[src/rtl/tw_pkg.sv]
`timescale 1ns / 1ps
package tw_pkg;
	localparam int Slots = 256;
	localparam int Events = 64;
	localparam int SlotW = 8;
	localparam int EvW = 6;
	localparam int LinkW = 7;
	localparam logic [LinkW-1:0] NullEv = 7'd64;
	localparam logic [8:0] Idle = 9'd257;

	localparam logic [2:0] FnSched = 3'd0;
	localparam logic [2:0] FnCancel = 3'd1;
	localparam logic [2:0] FnTick = 3'd2;
	localparam logic [2:0] FnQuery = 3'd3;
	localparam logic [2:0] FnResched = 3'd4;
	localparam logic [2:0] FnExtend = 3'd5;

	localparam logic [1:0] StOk = 2'd0;
	localparam logic [1:0] StBusy = 2'd1;
	localparam logic [1:0] StIdle = 2'd2;
	localparam logic [1:0] StClamp = 2'd3;

	typedef struct packed {
		logic [2:0] func;
		logic [5:0] event_id;
		logic [9:0] delay;
	} req_t;

	typedef struct packed {
		logic [5:0] fired_id;
		logic fired;
		logic last;
		logic [1:0] status;
		logic [8:0] time_left;
	} rsp_t;

	// one entry of the event table
	typedef struct packed {
		logic busy;
		logic [SlotW-1:0] slot;
		logic [LinkW-1:0] link;
	} ent_t;
endpackage

[src/rtl/tw_if.sv]
`timescale 1ns / 1ps
interface tw_req_if;
	logic valid;
	logic ready;
	tw_pkg::req_t data;
	modport source (output valid, output data, input ready);
	modport sink (input valid, input data, output ready);
endinterface

interface tw_rsp_if;
	logic valid;
	logic ready;
	tw_pkg::rsp_t data;
	modport source (output valid, output data, input ready);
	modport sink (input valid, input data, output ready);
endinterface

[src/rtl/tw_ram.sv]
`timescale 1ns / 1ps
module tw_ram #(
	parameter int Width = 8,
	parameter int Depth = 16
) (
	input logic clk,
	input logic we,
	input logic [$clog2(Depth)-1:0] waddr,
	input logic [Width-1:0] wdata,
	input logic [$clog2(Depth)-1:0] raddr,
	output logic [Width-1:0] rdata
);
	logic [Width-1:0] mem [Depth];

	// write port and registered read
	always_ff @(posedge clk) begin
		if (we) mem[waddr] <= wdata;
		rdata <= mem[raddr];
	end
endmodule

[src/rtl/timing_wheel_event_scheduler_core.sv]
`timescale 1ns / 1ps
// channel  | dir | payload
// req      | in  | func, event_id, delay
// rsp      | out | fired_id, fired, last, status, time_left
// Sequential: one request at a time. Slot heads sit in a 256x7 RAM, event entries
// (busy, slot, link) in a 64x16 RAM, both with registered reads (issue, then use).
// Cancel unlinks a busy event by walking its slot list from the head, as do reschedule and
// a lengthening extend; tick returns one response per fired id, or one unfired response.
// After reset a clearing pass writes all 256 heads and 64 entries before the first
// request is taken. A response held by rsp.ready stalls the sequencer.
module timing_wheel_event_scheduler_core (
	input logic clk,
	input logic arst_n,
	tw_req_if.sink req,
	tw_rsp_if.source rsp
);
	typedef enum logic [3:0] {
		CLR, IDLE, RDE, DEC, RDH, FIX, WRD, WCHK, UNL, RDP, INS, TRD, TUSE, TRE, TLK, OUT
	} state_t;

	state_t state_q;
	logic [tw_pkg::SlotW-1:0] clr_q;
	logic [2:0] func_q;
	logic [tw_pkg::EvW-1:0] id_q;
	logic [9:0] delay_q;
	logic [tw_pkg::SlotW-1:0] cur_q;
	logic [1:0] st_q;
	logic ins_q;
	logic ebusy_q;
	logic [tw_pkg::SlotW-1:0] eslot_q;
	logic [tw_pkg::LinkW-1:0] elink_q;
	logic [tw_pkg::EvW-1:0] ptr_q;
	tw_pkg::rsp_t out_q;
	logic out_v_q;

	// head ram
	logic h_we;
	logic [tw_pkg::SlotW-1:0] h_wa, h_ra;
	logic [tw_pkg::LinkW-1:0] h_wd, h_rd;
	tw_ram #(.Width(tw_pkg::LinkW), .Depth(tw_pkg::Slots)) u_head (
		.clk(clk), .we(h_we), .waddr(h_wa), .wdata(h_wd), .raddr(h_ra), .rdata(h_rd)
	);

	// event entry ram
	logic e_we;
	logic [tw_pkg::EvW-1:0] e_wa, e_ra;
	tw_pkg::ent_t e_wd, e_rd;
	tw_ram #(.Width($bits(tw_pkg::ent_t)), .Depth(tw_pkg::Events)) u_ent (
		.clk(clk), .we(e_we), .waddr(e_wa), .wdata(e_wd), .raddr(e_ra), .rdata(e_rd)
	);

	// derived values of the held request
	logic [8:0] dcl;
	logic clamp;
	logic [tw_pkg::SlotW-1:0] pos;
	logic [tw_pkg::SlotW-1:0] left_d;
	logic [tw_pkg::SlotW-1:0] left_o;
	logic head_hit;
	logic link_hit;
	logic h_null;
	logic out_free;
	logic out_load;
	always_comb begin
		clamp = delay_q > 10'(tw_pkg::Slots);
		dcl = clamp ? 9'(tw_pkg::Slots) : delay_q[8:0];
		pos = cur_q + dcl[tw_pkg::SlotW-1:0];
		left_d = e_rd.slot - cur_q;
		left_o = eslot_q - cur_q;
		head_hit = h_rd == {1'b0, id_q};
		link_hit = e_rd.link == {1'b0, id_q};
		h_null = h_rd[tw_pkg::LinkW-1];
		out_free = !out_v_q || rsp.ready;
		out_load = out_free && ((state_q == OUT) || (state_q == TLK) ||
			((state_q == TUSE) && h_null));
	end

	assign req.ready = (state_q == IDLE);
	assign rsp.valid = out_v_q;
	assign rsp.data = out_q;

	// ram addresses and write-backs per state
	always_comb begin
		h_we = 1'b0;
		h_wa = cur_q;
		h_wd = tw_pkg::NullEv;
		h_ra = cur_q;
		e_we = 1'b0;
		e_wa = id_q;
		e_wd = '{busy: 1'b0, slot: eslot_q, link: tw_pkg::NullEv};
		e_ra = id_q;
		case (state_q)
			CLR: begin
				h_we = 1'b1;
				h_wa = clr_q;
				e_we = 1'b1;
				e_wa = clr_q[tw_pkg::EvW-1:0];
				e_wd = '{busy: 1'b0, slot: '0, link: tw_pkg::NullEv};
			end
			RDH: h_ra = eslot_q;
			FIX: begin
				h_ra = eslot_q;
				h_wa = eslot_q;
				h_we = head_hit;
				h_wd = elink_q;
			end
			WRD: e_ra = ptr_q;
			WCHK: begin
				e_ra = ptr_q;
				e_wa = ptr_q;
				e_we = link_hit;
				e_wd = '{busy: e_rd.busy, slot: e_rd.slot, link: elink_q};
			end
			UNL: e_we = 1'b1;
			RDP: h_ra = pos;
			INS: begin
				h_ra = pos;
				h_we = 1'b1;
				h_wa = pos;
				h_wd = {1'b0, id_q};
				e_we = 1'b1;
				e_wd = '{busy: 1'b1, slot: pos, link: h_rd};
			end
			TRE: e_ra = ptr_q;
			TLK: begin
				e_ra = ptr_q;
				e_wa = ptr_q;
				e_we = out_free;
				e_wd = '{busy: 1'b0, slot: e_rd.slot, link: tw_pkg::NullEv};
				h_we = out_free;
				h_wd = e_rd.link;
			end
			default: ;
		endcase
	end

	// sequencer
	always_ff @(posedge clk or negedge arst_n) begin
		if (!arst_n) begin
			state_q <= CLR;
			clr_q <= '0;
			cur_q <= '0;
			func_q <= '0;
			id_q <= '0;
			delay_q <= '0;
			st_q <= tw_pkg::StOk;
			ins_q <= 1'b0;
			ebusy_q <= 1'b0;
			eslot_q <= '0;
			elink_q <= tw_pkg::NullEv;
			ptr_q <= '0;
			out_q <= '0;
			out_v_q <= 1'b0;
		end else begin
			out_v_q <= out_load || (out_v_q && !rsp.ready);
			case (state_q)
				CLR: begin
					clr_q <= clr_q + 1'b1;
					if (&clr_q) state_q <= IDLE;
				end
				IDLE: if (req.valid) begin
					func_q <= req.data.func;
					id_q <= req.data.event_id;
					delay_q <= req.data.delay;
					st_q <= tw_pkg::StOk;
					ins_q <= 1'b0;
					state_q <= (req.data.func == tw_pkg::FnTick) ? TRD : RDE;
				end
				RDE: state_q <= DEC;
				DEC: begin
					ebusy_q <= e_rd.busy;
					eslot_q <= e_rd.slot;
					elink_q <= e_rd.link;
					state_q <= OUT;
					case (func_q)
						tw_pkg::FnSched:
							if (e_rd.busy) st_q <= tw_pkg::StBusy;
							else state_q <= RDP;
						tw_pkg::FnCancel:
							if (e_rd.busy) state_q <= RDH;
							else st_q <= tw_pkg::StIdle;
						tw_pkg::FnResched: begin
							ins_q <= 1'b1;
							state_q <= e_rd.busy ? RDH : RDP;
						end
						tw_pkg::FnExtend:
							if (!e_rd.busy) state_q <= RDP;
							else if (delay_q > {2'b0, left_d}) begin
								ins_q <= 1'b1;
								state_q <= RDH;
							end
						default:
							if (!e_rd.busy) st_q <= tw_pkg::StIdle;
					endcase
				end
				RDH: state_q <= FIX;
				// head is the target: head rewritten here; else walk the list
				FIX: if (head_hit) state_q <= UNL;
				else begin
					ptr_q <= h_rd[tw_pkg::EvW-1:0];
					state_q <= WRD;
				end
				WRD: state_q <= WCHK;
				WCHK: if (link_hit || e_rd.link[tw_pkg::LinkW-1]) state_q <= UNL;
				else begin
					ptr_q <= e_rd.link[tw_pkg::EvW-1:0];
					state_q <= WRD;
				end
				UNL: begin
					ebusy_q <= 1'b0;
					state_q <= ins_q ? RDP : OUT;
				end
				RDP: state_q <= INS;
				INS: begin
					ebusy_q <= 1'b1;
					eslot_q <= pos;
					if (clamp) st_q <= tw_pkg::StClamp;
					state_q <= OUT;
				end
				TRD: state_q <= TUSE;
				TUSE: if (!h_null) begin
					ptr_q <= h_rd[tw_pkg::EvW-1:0];
					state_q <= TRE;
				end else if (out_free) begin
					out_q <= '{fired_id: '0, fired: 1'b0, last: 1'b1,
						status: tw_pkg::StOk, time_left: '0};
					cur_q <= cur_q + 1'b1;
					state_q <= IDLE;
				end
				TRE: state_q <= TLK;
				TLK: if (out_free) begin
					out_q <= '{fired_id: ptr_q, fired: 1'b1,
						last: e_rd.link[tw_pkg::LinkW-1], status: tw_pkg::StOk,
						time_left: tw_pkg::Idle};
					if (e_rd.link[tw_pkg::LinkW-1]) begin
						cur_q <= cur_q + 1'b1;
						state_q <= IDLE;
					end else begin
						ptr_q <= e_rd.link[tw_pkg::EvW-1:0];
						state_q <= TRE;
					end
				end
				OUT: if (out_free) begin
					out_q <= '{fired_id: id_q, fired: 1'b0, last: 1'b1, status: st_q,
						time_left: ebusy_q ? {1'b0, left_o} : tw_pkg::Idle};
					state_q <= IDLE;
				end
				default: state_q <= IDLE;
			endcase
		end
	end

	a_ready_idle: assert property (@(posedge clk) disable iff (!arst_n)
		req.ready |-> state_q == IDLE) else $error("ready outside idle");
	a_rsp_hold: assert property (@(posedge clk) disable iff (!arst_n)
		(rsp.valid && !rsp.ready) |=> rsp.valid && $stable(rsp.data))
		else $error("response changed while stalled");
	a_clr_quiet: assert property (@(posedge clk) disable iff (!arst_n)
		(state_q == CLR) |-> !req.ready && !rsp.valid) else $error("activity during clear");
	a_plain_last: assert property (@(posedge clk) disable iff (!arst_n)
		(rsp.valid && !rsp.data.fired) |-> rsp.data.last)
		else $error("plain response not last");
endmodule
[src/flat_wrapper.sv]
// flat-port wrapper written by rule: the top's interface ports become plain ports
module timing_wheel_event_scheduler_core_flat 
  (clk, arst_n, req_valid, req_data, req_ready, rsp_valid, rsp_data, rsp_ready);
  tw_req_if req_i ();
  tw_rsp_if rsp_i ();
  input logic clk;
  input logic arst_n;
  input wire logic [$bits(req_i.valid)-1:0] req_valid;
  input wire logic [$bits(req_i.data)-1:0] req_data;
  output wire logic [$bits(req_i.ready)-1:0] req_ready;
  output wire logic [$bits(rsp_i.valid)-1:0] rsp_valid;
  output wire logic [$bits(rsp_i.data)-1:0] rsp_data;
  input wire logic [$bits(rsp_i.ready)-1:0] rsp_ready;
  assign req_i.valid = req_valid;
  assign req_i.data = req_data;
  assign req_ready = req_i.ready;
  assign rsp_valid = rsp_i.valid;
  assign rsp_data = rsp_i.data;
  assign rsp_i.ready = rsp_ready;
  timing_wheel_event_scheduler_core u_core (.clk(clk), .arst_n(arst_n), .req(req_i), .rsp(rsp_i));
endmodule
[config.mk]
export PLATFORM = sky130hd
export DESIGN_NAME = timing_wheel_event_scheduler_core_flat
export DESIGN_NICKNAME = d
export VERILOG_FILES = /design/src/rtl/tw_pkg.sv /design/src/rtl/tw_if.sv /design/src/rtl/tw_ram.sv /design/src/rtl/timing_wheel_event_scheduler_core.sv /design/src/flat_wrapper.sv
export SDC_FILE = /design/constraint.sdc
export NUM_CORES = 2
export LEC_CHECK = 0
export BUFFER_PORTS_ARGS = -buffer_cell sky130_fd_sc_hd__clkbuf_2
export CORE_AREA = 3 3 548 550
export DETAILED_ROUTE_END_ITERATION = 7
export DIE_AREA = 0 0 551 553
export REMOVE_ABC_BUFFERS = 1
export SETUP_SLACK_MARGIN = 0.1
export SKIP_LAST_GASP = 1
export SLEW_MARGIN = 15
export SYNTH_ARGS = -nofsm -noshare
export SYNTH_HDL_FRONTEND = slang
export SYNTH_SLANG_ARGS = --single-unit
[constraint.sdc]
create_clock -name clk -period 14.45 [get_ports clk]
set_clock_uncertainty 0.1 [all_clocks]
set_input_delay 0.7225 -clock clk [delete_from_list [all_inputs] [get_ports clk]]
set_output_delay 0.7225 -clock clk [all_outputs]
set_load 0.01 [all_outputs]
== Word-level counts from Yosys, hierarchy flattened ==
Memories as Yosys holds them, arrays and structs flattened. A register that Yosys moved wholly into a read port is not among the register bits.
Cells that the tools add are included.

* Bits in writable memories: 2816
* Memories: 2
* Word-level logic and storage cells: 160
* Output and inout port bits: 21
* Register bits: 84
* Input bits: 23

* $add $sub $neg: 5
* Muxes and demuxes: 60
* $lt $le $gt $ge: 2
* Equality and inequality tests: 39
* Reduce and logical (&&, ||, !) cells: 34

{| class="wikitable"
|+ Memories
! memory !! depth !! width !! rd ports !! clocked after Yosys merged registers in !! write ports !! line !! text
|-
| u_core.u_head.mem || 256 || 7 || 1 || 1 || 1 || tw_ram.sv:13 || <nowiki>logic [Width-1:0] mem [Depth];</nowiki>
|-
| u_core.u_ent.mem || 64 || 16 || 1 || 1 || 1 || tw_ram.sv:13 ||
|}

{| class="wikitable"
|+ Operator list
! cell !! number
|-
| 19-bit 2-to-1 mux || 4
|-
| 16-bit one-hot mux with 4 select lines || 1
|-
| 4-bit one-hot mux with 16 select lines || 1
|-
| 19-bit one-hot mux with 3 select lines || 1
|-
| 4-bit 2-to-1 mux || 13
|-
| 8-bit one-hot mux with 2 select lines || 3
|-
| 8-bit 2-to-1 mux || 5
|-
| 6-bit 2-to-1 mux || 6
|-
| 4-bit equality test (second input constant) || 8
|-
| 6-bit one-hot mux with 4 select lines || 1
|-
| 8-bit one-hot mux with 3 select lines || 1
|-
| 7-bit one-hot mux with 3 select lines || 1
|-
| 8-bit by 1-bit adder with 8-bit output (second input constant) || 2
|-
| 4-bit by 3-bit equality test with 1-bit output (second input constant) || 4
|-
| 2-bit inequality test (second input constant) || 8
|-
| 4-bit one-hot mux with 4 select lines || 1
|-
| 8-bit subtractor || 2
|-
| 5-bit AND reduction || 3
|-
| 7-bit by 6-bit equality test with 1-bit output || 2
|-
| 6-bit one-hot mux with 2 select lines || 1
|-
| 6-bit AND reduction || 2
|-
| 10-bit by 8-bit greater-than comparator with 1-bit output || 1
|-
| 10-bit by 9-bit greater-than comparator with 1-bit output (second input constant) || 1
|-
| 2-bit by 1-bit inequality test with 1-bit output (second input constant) || 5
|-
| other kinds (31) || 63
|}

== Depth between registers and ports, before layout ==
* Depth in word-level cells: 6
* Depth in mapped cells: 19
* Mapped depth without buffers: 19

== Modules after synthesis ==
A second synthesis with hierarchy kept.

* Cells, all modules: 5871
* Area total of the unflattened synthesis: 116271.5 um^2

{| class="wikitable"
|+ By module, submodules not included
! module !! cells each !! area each (um^2) !! times used
|-
| tw_ram at u_core.u_head || 3381 || 70197.3 || 1
|-
| tw_ram at u_core.u_ent || 1829 || 40042.2 || 1
|-
| timing_wheel_event_scheduler_core || 661 || 6032.0 || 1
|}

== Least setup slack after synthesis ==
Ideal clock, no wire load.

* Kind: reg2reg
* From: register u_core.state_q[0]
* To: memory u_core.u_head.mem[0][6] in the netlist's numbering (data pin)
* Arrival time: 8.280 ns
* Data required time: 12.651 ns
* Setup slack: 4.371 ns
* Setup time: 1.699 ns
* Clock period less this slack: 10.079 ns
* Buffers on the path: 2
* Stages on the path, launching flop included: 4
* Cells stage by stage: dfrtp_1 buf_4 clkbuf_1 a32oi_1

* Longest elaborated chain between the ends: 2
* Elaborated cells between the ends (all ways): 4
* Classes of those cells: eq/ne: 3; mux: 1

{| class="wikitable"
|+ RTL lines
! item !! line !! text
|-
| start, declared || timing_wheel_event_scheduler_core.sv:21 || <nowiki>state_t state_q;</nowiki>
|-
| start signal, assigned || timing_wheel_event_scheduler_core.sv:166 || <nowiki>state_q <= (req.data.func == tw_pkg::FnTick) ? TRD : RDE;</nowiki>
|-
| start signal, assigned || timing_wheel_event_scheduler_core.sv:183 || <nowiki>state_q <= e_rd.busy ? RDH : RDP;</nowiki>
|-
| start signal, assigned || timing_wheel_event_scheduler_core.sv:210 || <nowiki>state_q <= ins_q ? RDP : OUT;</nowiki>
|-
| 4-bit equality test or 4-bit by 3-bit equality test with 1-bit output (tied branches) || timing_wheel_event_scheduler_core.sv:91 || <nowiki>case (state_q)</nowiki>
|-
| 7-bit one-hot mux with 3 select lines * || timing_wheel_event_scheduler_core.sv:91 ||
|-
| net u_core.h_wd (one bit) || timing_wheel_event_scheduler_core.sv:39 || <nowiki>logic [tw_pkg::LinkW-1:0] h_wd, h_rd;</nowiki>
|-
| end, declared || tw_ram.sv:13 ||
|}

Mark *: on every way through the listed nets, which the timed path passes. The rest lies on a longest branch.

== Worst setup path in the final report ==
* From: register u_core.state_q[3]
* To: register u_core.u_head.rdata[6], read port of u_core.u_head.mem

* Longest elaborated chain between the ends: 3
* Elaborated cells between the ends (all ways): 7
* Classes of those cells: eq/ne: 4; mux: 1; reduce/logical: 2

{| class="wikitable"
|+ RTL lines
! item !! line !! text
|-
| 4-bit equality test or 4-bit by 3-bit equality test with 1-bit output (tied branches) || timing_wheel_event_scheduler_core.sv:91 ||
|-
| 2-bit OR reduction (no source line) || n/a ||
|-
| 8-bit one-hot mux with 2 select lines * || timing_wheel_event_scheduler_core.sv:91 ||
|-
| end, declared || tw_ram.sv:11 || <nowiki>output logic [Width-1:0] rdata</nowiki>
|}

Every way passes the cells marked *; elsewhere a longest branch is shown, timed or not.
A chain may end at the register's enable or synchronous reset.

==> impl_metrics.prom <==
# TYPE chip_impl_metric gauge
chip_impl_metric{name="drc",unit=""} 0
chip_impl_metric{name="timing.final.max_slew_violations",unit=""} 0
chip_impl_info{name="run_status",value="completed"} 1
chip_impl_metric{name="placed_cell_area",unit="mm2"} 0.1228
chip_impl_metric{name="critical-path-max-stage-delay",unit="ns"} 0.98
chip_impl_metric{name="cts.reportedPaths.clkPinSlew",unit="ns"} 0.06
chip_impl_metric{name="placed_cells_incl_taps",unit=""} 11435
chip_impl_metric{name="final_layout_size_suffix_gt1_share",unit="%"} 13.03
chip_impl_info{name="critical_path.startpoint_type",value="flop"} 1
chip_impl_metric{name="utilization_after_layout",unit="%"} 44.64
chip_impl_info{name="cts_root_buf",value="clkbuf_16"} 1
chip_impl_metric{name="ctsLongestPathBuffers",unit=""} 4
chip_impl_metric{name="synthesis.instances",unit=""} 7750
chip_impl_metric{name="power_leakage",unit="nW"} 43.56
chip_impl_metric{name="drt_wl_total",unit="um"} 345000
chip_impl_metric{name="final_period_minus_worst_setup_slack",unit="ns"} 6.886
chip_impl_metric{name="ctsResizeCount",unit=""} 0
chip_impl_metric{name="global_route_wire_length_before_repair",unit="um"} 496900
chip_impl_metric{name="worst_pin_slew",unit="ns"} 1.275
chip_impl_metric{name="ys_ff_latch",unit=""} 2923
chip_impl_metric{name="synth-edff-count",unit=""} 2816
chip_impl_metric{name="crit_required",unit="ns"} 15.13
chip_impl_info{name="critPathCaptureType",value="flop"} 1
chip_impl_metric{name="synth_area_per_cell",unit="um2"} 15.23
chip_impl_metric{name="die-width",unit="um"} 551
chip_impl_info{name="unrepaired_setup_endpoints_after_global_routing",value="false"} 1
chip_impl_info{name="critical_path_class",value="reg -> reg"} 1
chip_impl_metric{name="grt_antenna_before_repair",unit=""} 12
chip_impl_metric{name="fp.dieH",unit="um"} 553
chip_impl_metric{name="initialDrtViolationCount",unit=""} 10134
chip_impl_metric{name="place_congestion",unit=""} 0.8791
chip_impl_info{name="timing.hold.worst.start",value="req_data[0]"} 1
chip_impl_metric{name="report.final.setup_viol",unit=""} 0
chip_impl_metric{name="worst_ep_arrival",unit="ns"} 7.57
chip_impl_metric{name="critical_path_peak_fanout",unit=""} 149
chip_impl_metric{name="numClockSinks",unit=""} 2923
chip_impl_metric{name="final.period_utilization",unit="%"} 47.65
chip_impl_metric{name="share_of_synthesized_area_occupied_by_flip_flops_and_latches",unit="%"} 73.81
chip_impl_metric{name="dp.final_hpwl",unit="um"} 203000
chip_impl_metric{name="stdcell_count",unit=""} 11988
chip_impl_metric{name="max-vdd-ir-drop",unit="uV"} 310.5
chip_impl_metric{name="num-nets-final",unit=""} 7867
chip_impl_metric{name="groute.usage.overall",unit="%"} 22.12
chip_impl_metric{name="detail-route-antenna-nets",unit=""} 0
chip_impl_metric{name="max_clock_freq",unit="MHz"} 145.2
chip_impl_metric{name="synthToLayoutAreaGrowth",unit="%"} 12.05
chip_impl_info{name="r2r_start",value="u_core.state_q[3]"} 1
chip_impl_metric{name="slew_headroom",unit="%"} 15.01
chip_impl_info{name="cts_tree",value="done"} 1
chip_impl_info{name="critical-path-slowest-cell",value="dfrtp_1"} 1
chip_impl_info{name="worstHoldPathType",value="in -> reg"} 1
chip_impl_info{name="critical-path-top-delay-family",value="compound AO/OA/AOI/OAI gates"} 1
chip_impl_metric{name="cap_viol_max_count",unit=""} 0
chip_impl_metric{name="cts_made_buffers",unit=""} 299
chip_impl_metric{name="design.portCount",unit=""} 44
chip_impl_metric{name="synth_async_sr_flop_share",unit="%"} 2.874
chip_impl_metric{name="post-layout-total-power",unit="mW"} 32.60
chip_impl_metric{name="hold-worst-slack",unit="ns"} 0.04787
chip_impl_metric{name="htreeDepth",unit=""} 5
chip_impl_metric{name="synth_cell_type_count",unit=""} 96
chip_impl_metric{name="clock_latency",unit="ns"} 0.88
chip_impl_info{name="timing.critical_path.cells",value="nor2b_1 -> a211oi_1 -> nor2_4 -> buf_12 -> buf_4 -> buf_4 -> a21oi_4 -> buf_12 -> a221o_1 -> a311o_1 -> o211ai_1 -> o32a_1 -> a41oi_1 -> a22oi_1"} 1
chip_impl_metric{name="initial_util",unit="%"} 39.84
chip_impl_metric{name="overflow",unit=""} 0
chip_impl_metric{name="p_per_cell_area",unit="mW/mm2"} 246.5
chip_impl_metric{name="die-area",unit="mm2"} 0.3047
chip_impl_metric{name="drt_pre_antenna_iters",unit=""} 6
chip_impl_metric{name="netlist_area",unit="mm2"} 0.1180
chip_impl_metric{name="grt_pass1_vias",unit=""} 68881
chip_impl_metric{name="num_vias",unit=""} 71171
chip_impl_metric{name="cp.buffers_inverters",unit=""} 4
chip_impl_metric{name="grt_start_max_net_pins",unit=""} 213
chip_impl_metric{name="floorplan.core_area",unit="mm2"} 0.2963
chip_impl_metric{name="rows",unit=""} 200
chip_impl_metric{name="finalHoldViolations",unit=""} 0
chip_impl_metric{name="port_buffers",unit=""} 43
chip_impl_metric{name="final_area",unit="mm2"} 0.1323
chip_impl_metric{name="ys_warn_count",unit=""} 0
chip_impl_metric{name="drt-vias-per-instance",unit=""} 5.937
chip_impl_metric{name="wire_per_inst",unit="um"} 28.78
chip_impl_info{name="worstSetupStartpoint",value="u_core.state_q[3]"} 1
chip_impl_info{name="synth-main-ff-cell",value="edfxtp_1"} 1
==> metrics by stage <==
step           TNS, ns  setup slack [ns]
2_1_floorplan  -111.62            -8.472
3_3_place_gp         0             8.091
3_5_place_dp         0             7.998
4_1_cts              0             7.953
5_1_grt              0             7.437
6_report             0             7.564
==> placed cells by master (no fill, tap or decap), types with 124 or more instances in the layout <==
cell type,count
a211oi_1,124
a21oi_1,145
nand2_1,1479
nand3_1,391
mux2i_1,208
clkbuf_16,308
a31oi_1,151
buf_4,180
mux4_2,256
edfxtp_1,2816
nor2_1,398
==> routing by layer <==
layer / up-vias / global-route usage (%) / part of all wire, %
met5: - / 0 / 0.0058
met4: 2 / 8.450 / 4.4
met3: 719 / 4.418 / 9.6
met2: 3727 / 34.64 / 47
met1: 36650 / 30.48 / 39
li1: 30073 / - / -
==> cell usage after synthesis (32+ instances only) <==
library cell	count	area (um2)
a211oi_1	127	953.4
mux2_2	53	596.8
buf_4	70	525.5
a311oi_1	86	753.2
a31oi_1	151	944.7
and2_1	84	525.5
mux4_2	256	5766
ha_1	32	400.4
nand2_1	1488	5585
clkbuf_1	171	641.9
a32oi_1	69	604.3
and3_1	118	738.2
dfrtp_1	83	2077
nor2_1	413	1550
edfxtp_1	2816	84560
nand4_1	74	462.9
a221oi_1	36	315.3
a22oi_1	54	405.4
buf_2	214	1071
mux2i_1	213	2132
a21oi_1	149	745.7
nand3_1	392	1962
o21ai_0	104	520.5
==> area by class of cell <==
type                       count  area, um2
inverter                      32      165.2
fill                       25887     164000
sequential                  2923      87120
clock buffer                 391       8119
timing repair buffer         252       2047
antenna                        6      15.01
multi-input combinational   4301      28680
tap                         3939       4928
clock inverter               144       1194
==> state kept, by name (all words and copies together), names as in the netlist, 2 cells and up <==
register / count
u_core.rsp.data: 19
u_core.st_q: 2
u_core.func_q: 3
u_core.state_q: 4
u_core.delay_q: 10
u_core.ptr_q: 6
u_core.clr_q: 8
u_core.u_ent.mem: 1024
u_core.u_head.mem: 1792
u_core.cur_q: 8
u_core.eslot_q: 8
u_core.id_q: 6
u_core.u_head.rdata: 7
u_core.elink_q: 7
u_core.u_ent.rdata: 16
==> cell families (layout without fill, tap and decap cells) <==
| family | count (synthesis) | after routing | share of synthesized area [%] |
|---|---|---|---|
| other | 0 | 6 | 0 |
| muxes | 525 | 525 | 7.227 |
| and+or+nand+nor | 2670 | 2670 | 9.727 |
| xor gates and xnor gates | 47 | 47 | 0.3742 |
| buffers and inverters | 526 | 819 | 2.205 |
| DFF | 2923 | 2923 | 73.81 |
| AOI/OAI and AO/OA | 1024 | 1024 | 6.272 |
| adders and majority gates | 35 | 35 | 0.3901 |
==> worst reg2reg max path, stage by stage, from the launching register on <==
cell,delay [ns]
dfrtp_1,0.98
nor2b_1,0.78
a211oi_1,0.30
nor2_4,0.19
buf_12,0.53
buf_4,0.93
buf_4,0.64
a21oi_4,0.08
buf_12,0.23
a221o_1,0.77
a311o_1,0.28
o211ai_1,0.09
o32a_1,0.29
a41oi_1,0.34
a22oi_1,0.29
==> report_power, final <==
part | switching, mW | internal, mW
Clock | 3.23 | 4.24
Sequential | 0.316 | 10.5
Combinational | 10.1 | 4.12
Total | 13.7 | 18.9
==> repair_timing <==
item,in CTS,in global routing
endpoints found under the hold margin,30,0
buffers inserted,0,0
hold buffers,12,0
==> worst paths after layout <==
check / to / slack, ns / cells after the start
max: u_core.u_head.rdata[6] / 7.56 / 14
min: u_core.delay_q[0] / 0.05 / 2
max reg2reg: u_core.u_head.rdata[6] / 7.56 / 14
min reg2reg: u_core.rsp.data[17] / 0.37 / 2
max in group asynchronous: u_core.rsp.data[12] / 12.79 / 3
min in group asynchronous: u_core.rsp.data[0] / 0.25 / 2
(Power assumes the default switching activity.)
